==> src/design/rbst_pkg.sv <==
`timescale 1ns / 1ps
`default_nettype none
// ----------------------------------------------------------------------------
// rbst_pkg
// Shared types and constants of the ray/box slab test pipeline.
// ----------------------------------------------------------------------------
package rbst_pkg;

    // Three axes, two slab planes per axis: lane 2*a is the lower corner of
    // axis a, lane 2*a+1 the upper corner.
    localparam int AXES  = 3;
    localparam int LANES = 2 * AXES;

    // Per-item control that travels beside the division pipeline.
    typedef struct packed {
        logic [LANES-1:0] neg;     // quotient sign of each lane
        logic [AXES-1:0]  par;     // direction is exactly zero on this axis
        logic [AXES-1:0]  in_slab; // origin lies within [min, max] on this axis
    } side_t;

endpackage
`default_nettype wire

==> src/design/rbst_resolve.sv <==
`timescale 1ns / 1ps
`default_nettype none
// ----------------------------------------------------------------------------
// rbst_resolve
// Saturate and sign the slab distances, order them, reduce to hit or miss.
// ----------------------------------------------------------------------------
module rbst_resolve #(
    parameter int CB = 32,   // coordinate width
    parameter int QW = 49    // raw quotient width
) (
    input  wire logic                                aclk,
    input  wire logic                                aresetn,
    input  wire logic                                in_valid,
    output logic                                     in_ready,
    input  wire logic [rbst_pkg::LANES-1:0][QW-1:0]  in_quo,
    input  wire rbst_pkg::side_t                     in_side,
    output logic                                     out_valid,
    input  wire logic                                out_ready,
    output logic                                     out_hit
);

    localparam int L = rbst_pkg::LANES;
    localparam int A = rbst_pkg::AXES;

    // stage a: signed, saturated distances
    logic                 a_v_reg;
    logic [L-1:0][CB-1:0] a_t_reg;
    logic [A-1:0]         a_par_reg, a_in_reg;
    logic [L-1:0][CB-1:0] a_t_next;
    logic                 a_rdy;

    // stage b: near / far per axis
    logic                 b_v_reg;
    logic [A-1:0][CB-1:0] b_lo_reg, b_hi_reg;
    logic [A-1:0]         b_par_reg, b_in_reg;
    logic [A-1:0][CB-1:0] b_lo_next, b_hi_next;
    logic                 b_rdy;

    // stage c: result register
    logic                 c_v_reg;
    logic                 c_hit_reg;
    logic                 c_hit_next;
    logic                 c_rdy;

    assign c_rdy    = !c_v_reg || out_ready;
    assign b_rdy    = !b_v_reg || c_rdy;
    assign a_rdy    = !a_v_reg || b_rdy;
    assign in_ready = a_rdy;

    always_comb begin
        logic [QW-1:0] lim;
        logic [QW-1:0] q;
        for (int l = 0; l < L; l++) begin
            lim = in_side.neg[l] ? (QW'(1) << (CB - 1)) : ((QW'(1) << (CB - 1)) - QW'(1));
            q   = (in_quo[l] > lim) ? lim : in_quo[l];
            a_t_next[l] = in_side.neg[l] ? CB'(-q[CB-1:0]) : q[CB-1:0];
        end
    end

    always_comb begin
        for (int a = 0; a < A; a++) begin
            if ($signed(a_t_reg[2*a]) > $signed(a_t_reg[2*a+1])) begin
                b_lo_next[a] = a_t_reg[2*a+1];
                b_hi_next[a] = a_t_reg[2*a];
            end else begin
                b_lo_next[a] = a_t_reg[2*a];
                b_hi_next[a] = a_t_reg[2*a+1];
            end
        end
    end

    // Entry only grows and exit only shrinks, so checking once at the end
    // matches checking after every axis.
    always_comb begin
        logic signed [CB-1:0] near;
        logic signed [CB-1:0] far;
        logic                 miss;
        near = {1'b1, {(CB-1){1'b0}}};
        far  = {1'b0, {(CB-1){1'b1}}};
        miss = 1'b0;
        for (int a = 0; a < A; a++) begin
            if (b_par_reg[a]) begin
                miss = miss | !b_in_reg[a];
            end else begin
                if ($signed(b_lo_reg[a]) > near) near = $signed(b_lo_reg[a]);
                if ($signed(b_hi_reg[a]) < far)  far  = $signed(b_hi_reg[a]);
            end
        end
        miss       = miss | (near > far) | far[CB-1];
        c_hit_next = !miss;
    end

    always_ff @(posedge aclk) begin
        if (!aresetn) begin
            a_v_reg <= 1'b0;
            b_v_reg <= 1'b0;
            c_v_reg <= 1'b0;
        end else begin
            if (a_rdy) a_v_reg <= in_valid;
            if (b_rdy) b_v_reg <= a_v_reg;
            if (c_rdy) c_v_reg <= b_v_reg;
        end
    end

    always_ff @(posedge aclk) begin
        if (a_rdy && in_valid) begin
            a_t_reg   <= a_t_next;
            a_par_reg <= in_side.par;
            a_in_reg  <= in_side.in_slab;
        end
        if (b_rdy && a_v_reg) begin
            b_lo_reg  <= b_lo_next;
            b_hi_reg  <= b_hi_next;
            b_par_reg <= a_par_reg;
            b_in_reg  <= a_in_reg;
        end
        if (c_rdy && b_v_reg) begin
            c_hit_reg <= c_hit_next;
        end
    end

    assign out_valid = c_v_reg;
    assign out_hit   = c_hit_reg;

endmodule
`default_nettype wire

==> config.mk <==
export PLATFORM = sky130hd
export DESIGN_NAME = rbst_resolve
export DESIGN_NICKNAME = d
export VERILOG_FILES = /design/src/design/rbst_pkg.sv /design/src/design/rbst_resolve.sv
export SDC_FILE = /design/constraint.sdc
export NUM_CORES = 1
export LEC_CHECK = 0
export BUFFER_PORTS_ARGS = -buffer_cell sky130_fd_sc_hd__clkbuf_2
export CAP_MARGIN = 25
export CORE_UTILIZATION = 45
export CTS_CLUSTER_SIZE = 10
export DETAILED_ROUTE_END_ITERATION = 10
export SLEW_MARGIN = 20
export SYNTH_ARGS = -nofsm -noshare
export SYNTH_HDL_FRONTEND = slang
export SYNTH_SLANG_ARGS = --single-unit
==> constraint.sdc <==
create_clock -name aclk -period 24.1 [get_ports aclk]
set_clock_uncertainty 0.2 [all_clocks]
set_input_delay 4.82 -clock aclk [delete_from_list [all_inputs] [get_ports aclk]]
set_output_delay 4.82 -clock aclk [all_outputs]
set_load 0.02 [all_outputs]
* Word-level counts from Yosys, hierarchy flattened *
Cells that the tools add are included.

storage, ports and cells
  RAM bits = 0
  logic and storage cells = 98
  input bits = 310
  bits in latches = 0
  output and inout bits = 3
  memory bits (read-only) = 0
  memories kept = 0
  register bits after elaboration = 400

cells by class
  eq/ne operators = 0
  add/subtract/negate cells = 6
  bitwise operators = 4
  reduce and logical (&&, ||, !) cells = 13
  $lt $le $gt $ge = 16
  multipliers = 0
  shift-type cells = 0
  muxes and demuxes = 39
  divide/modulo/power cells = 0

operators with widths
  operator                number
  $mux W32                36
  $gt A49 B32 Y1          6
  $gt A32 B32 Y1          6
  $neg A32 Y32            6
  $lt A32 B32 Y1          2
  $gt A32 B32 Y1 const B  1
  $lt A32 B32 Y1 const B  1
  $logic_not A1 Y1        7
  $or A1 B1 Y1            4
  $logic_and A1 B1 Y1     3
  $logic_or A1 B1 Y1      3
  $mux W1                 3

* Longest topological paths before layout *
  depth after elaboration = 13
  gate-level depth with buffers = 37
  mapped depth without buffers = 34

* Least setup slack after synthesis *
OpenSTA, ideal clock, no wires.

  kind = input -> register
  start = in out_ready
  end = reg b_hi_reg[0] (netlist name), enable pin
  stages on the path = 2
  buffers on the path = 0
  required time = 22.841 ns
  setup slack = 3.665 ns
  library setup time = 1.059 ns
  arrival = 19.176 ns
  cells stage by stage = nor2b_1 -> a21boi_0

between the ends
  word-level cells in the longest chain between the ends = 3

RTL lines
  element               line                 RTL
  start, declared       rbst_resolve.sv:18   input wire logic out_ready,
  $logic_or A1 B1 Y1    rbst_resolve.sv:45   assign c_rdy = !c_v_reg || out_ready;
  $logic_or A1 B1 Y1    rbst_resolve.sv:46   assign b_rdy = !b_v_reg || c_rdy;
  $logic_and A1 B1 Y1   rbst_resolve.sv:111  if (b_rdy && a_v_reg) begin
  end signal, assigned  rbst_resolve.sv:113  b_hi_reg <= b_hi_next;
  end, declared         rbst_resolve.sv:34   logic [A-1:0][CB-1:0] b_lo_reg, b_hi_reg;

Every way passes these cells.
A chain may end at the register's enable or synchronous reset.

==> flow_metrics.py <==
metrics = {
    "power_and_ir_drop": {
        "combPwrFrac": 0.368,
        "p_int_mw": 1.606,
        "pwr-share-seq": 0.368,
        "clockPowerShare": 0.264,
        "swShare": 0.3760,
        "powerDensity_mw_per_mm2": 56.45,
        "fin_total_pwr_mw": 2.574,
        "ir_drop_v": 0.00004322,
        "power_switching_mw": 0.9677,
        "p_leak_nw": 18.42,
    },
    "placed_design": {
        "hpwlAfterDp_mm": 101.6,
        "io_buffers": 312,
        "gp_congestion": 0.9130,
        "placed_area_sq_mm": 0.04412,
    },
    "clock_network": {
        "cts_made_buffers": 50,
        "insertion_delay_ns": 0.61,
        "post-cts-setup-buffers": 0,
        "cts_resized": 0,
        "cts_tree": "yes",
        "cts_hold_buf": 0,
        "cts_root_buf": "clkbuf_16",
        "htreeDepth": 2,
        "clock-sinks": 400,
        "max-clock-path-buffers": 3,
        "clk_pin_slew_ns": 0.05,
    },
    "drt": {
        "first_iter_violations": 4637,
        "routedWlPerCell_um": 21.53,
        "via_per_inst": 6.450,
        "wl_mm": 138.9,
        "ant_nets": 0,
        "vias": 41610,
        "drc": 0,
        "first_pass_iters": 7,
    },
    "global_routing": {
        "antenna_found_initial": 2,
        "grt_pass1_vias": 36610,
        "grt_pass1_wl_mm": 214.1,
        "grt_usage": 0.2851,
        "grt_start_max_net_pins": 105,
        "grt_overflow": 0,
    },
    "floorplanning": {
        "die_y_um": 306.6,
        "core-area_sq_mm": 0.09180,
        "die_x_um": 306.6,
        "ioPinCount": 313,
        "row_count": 111,
        "start_util": 0.4548,
        "die_area_sq_mm": 0.09399,
    },
    "final_layout": {
        "nFillCells": 8906,
        "syn_to_final_growth_pct": 9.216,
        "finish.utilization": 0.4967,
        "fin_nets": 5950,
        "largest_reg_flops": 192,
        "drive_above_1_share": 0.1047,
        "multi_input_area_sq_mm": 0.02788,
        "design_area_sq_mm": 0.04560,
        "regArea_sq_mm": 0.01198,
    },
    "logic_synthesis": {
        "synthFlopType": "edfxtp_1",
        "syn_nets": 5919,
        "ys_async_sr_fraction": 0,
        "synth_area_per_cell_sq_um": 8.095,
        "ys_warn_count": 0,
        "synth_cell_types": 81,
        "synth_edf_count": 397,
        "syn_area_sq_mm": 0.04175,
        "netlist_instances": 5157,
        "synth_top_area_frac": 0.2856,
        "synth_top_area_cell": "edfxtp_1",
        "seq_area_frac_synth": 0.2870,
        "synth_area_leaders": "edfxtp_1 (29%), ha_1 (14%), o21ai_0 (4.4%)",
        "ys_ff_latch": 400,
    },
    "worst_setup_path": {
        "required_ns": 24.21,
        "crit_path_max_incr_delay_ns": 0.65,
        "rr_startpoint": "b_hi_reg[0]",
        "path_class": "input port to flip-flop",
        "cp-start-kind": "input port",
        "endpoint_kind": "flip-flop",
        "r2r_slack_ns": 13.27,
        "crit_buf_inv": 5,
        "rr_worst_depth": 33,
        "reg2reg_to": "out_hit",
        "slowest_stage": "or2_2",
        "cp_top_family": "simple AND/OR/NAND/NOR gates",
        "crit_fanout": 69,
        "crit_arrival_ns": 12.01,
        "path_cells": "clkbuf_2 > buf_4 > inv_1 > ha_1 > or4_1 > a211oi_1 > nor2_1 > or3_1 > a2111oi_0 > dlymetal6s2s_1 > or2_2 > nor2_1 > a21oi_1 > ha_1 > inv_1 > or4_1 > or3_1 > or3_1 > nor2_1 > nand2_1 > o41ai_1 > xor2_1 > a22oi_1",
    },
    "sta": {
        "drv_slew": 0,
        "timing.final.crit_share": 0.4937,
        "timing.fmax_mhz": 84.04,
        "setup_viol": 0,
        "worst_slew_pin_slew_ns": 1.100,
        "rsz0062_at_grt": "false",
        "relSlewSlack": 0.2667,
        "setup_tns_ns": 0,
        "min_period_ns": 11.90,
        "final-hold-violation-count": 0,
    },
    "min_path": {
        "hold_depth": 0,
        "hold_start": "a_in_reg[0]",
        "min_path_type": "flip-flop to flip-flop",
        "hold_end": "b_in_reg[0]",
    },
    "run_status": {
        "status": "finished clean",
    },
    "flow_run": {
        "maxCapViolations": 0,
    },
}
==> cells in the mapped netlist, types with 16 or more instances <==
cell      count
a22oi_1     209
ha_1        452
clkbuf_1    377
nor4_1      245
o211ai_1     17
o31a_1      131
mux2_2       40
o21a_1       38
a211oi_1     46
nor2_1      472
nand4_1     104
inv_1       176
mux2i_1      58
nor2b_1      28
nand2_1     416
or3_1        54
a31oi_1     216
o31ai_1      20
or4_1        26
o21ai_0     365
a21oi_1     353
buf_1        16
and4_1      101
nand3_1     238
a21o_1      133
nor3_1      107
nand2b_1     46
and3_1       40
edfxtp_1    397
==> metrics by stage <==
step	cells	hold WS [ns]	setup slack [ns]
2_1_floorplan	5157	0.2003	3.665
3_3_place_gp	6376	0.2004	11.66
3_5_place_dp	6376	0.2056	11.32
4_1_cts	6447	0.2182	11.93
5_1_grt	6450	0.2210	11.68
6_report	6451	0.2164	12.20
==> area by class of cell <==
class                   instances  share of cell area
multi-input cells            4179              0.6114
flip-flops and latches        400              0.2628
repair buffers                378             0.04594
well taps                    1243             0.03411
clock buffers                  57             0.02802
inverters                     179             0.01476
clock inverters                14            0.002936
diodes                          1          0.00005488
==> worst reg2reg max path, delay by kind of cell, from the launching register on <==
kind,cells,cell delay (ns)
simple gates,9,2.35
compound gates,17,5.24
fa+ha+maj,3,0.97
mux,2,0.71
flops,1,0.49
buf+inv,2,0.69
==> cells in the final DEF, fill, tap and decap left out, types with 54 or more instances in the layout <==
cell type,count
clkbuf_2,312
inv_1,173
a21oi_1,350
o21ai_0,365
ha_1,449
or3_1,54
edfxtp_1,397
mux2i_1,57
nand4_1,104
nand2_1,413
buf_4,63
a22oi_1,209
nor4_1,245
nor3_1,104
a21o_1,133
and4_1,101
nand3_1,238
a31oi_1,211
nor2_1,472
o31a_1,131
==> routing by layer <==
layer | vias to the layer above | wire length [um] | GRT usage
met3 | 185 | 8925 | 0.02784
met2 | 1532 | 63220 | 0.4508
met4 | 2 | 3788 | 0.07860
li1 | 20120 | - | -
met1 | 19770 | 62970 | 0.4127
met5 | - | 13 | 0
==> power by group through the flow <==
stage          logic [mW]  clock network, mW  registers (mW)
6_report            0.948              0.679           0.947
2_1_floorplan       0.659                  0           0.924
3_5_place_dp        0.929                  0           0.957
3_3_place_gp        0.921                  0           0.958
5_1_grt              1.05              0.715           0.952
4_1_cts             0.935              0.693           0.945
==> cell families (layout without fill, tap and decap cells) <==
family,count (synthesis),in the layout,synth area share
compound gates,1671,1671,0.2591
buf+inv,578,628,0.05215
mux,98,98,0.02470
other cells,0,1,0
flops,400,400,0.2870
xor+xnor,17,17,0.003566
fa+ha+maj,452,452,0.1355
simple gates,1941,1941,0.2381
==> worst max-delay path by stage <==
stage	from	to	slack, ns	cells after the start
final	in_side[6]	a_t_reg[26]	12.20	23
after global routing	in_side[6]	a_t_reg[26]	11.68	23
after CTS	in_side[6]	a_t_reg[26]	11.93	22
after detailed placement	in_side[6]	a_t_reg[26]	11.32	22
after global placement	in_side[6]	a_t_reg[26]	11.66	22
after floorplan	out_ready	b_hi_reg[0]	3.67	2
No activity file was read; power rests on OpenSTA's default activity.
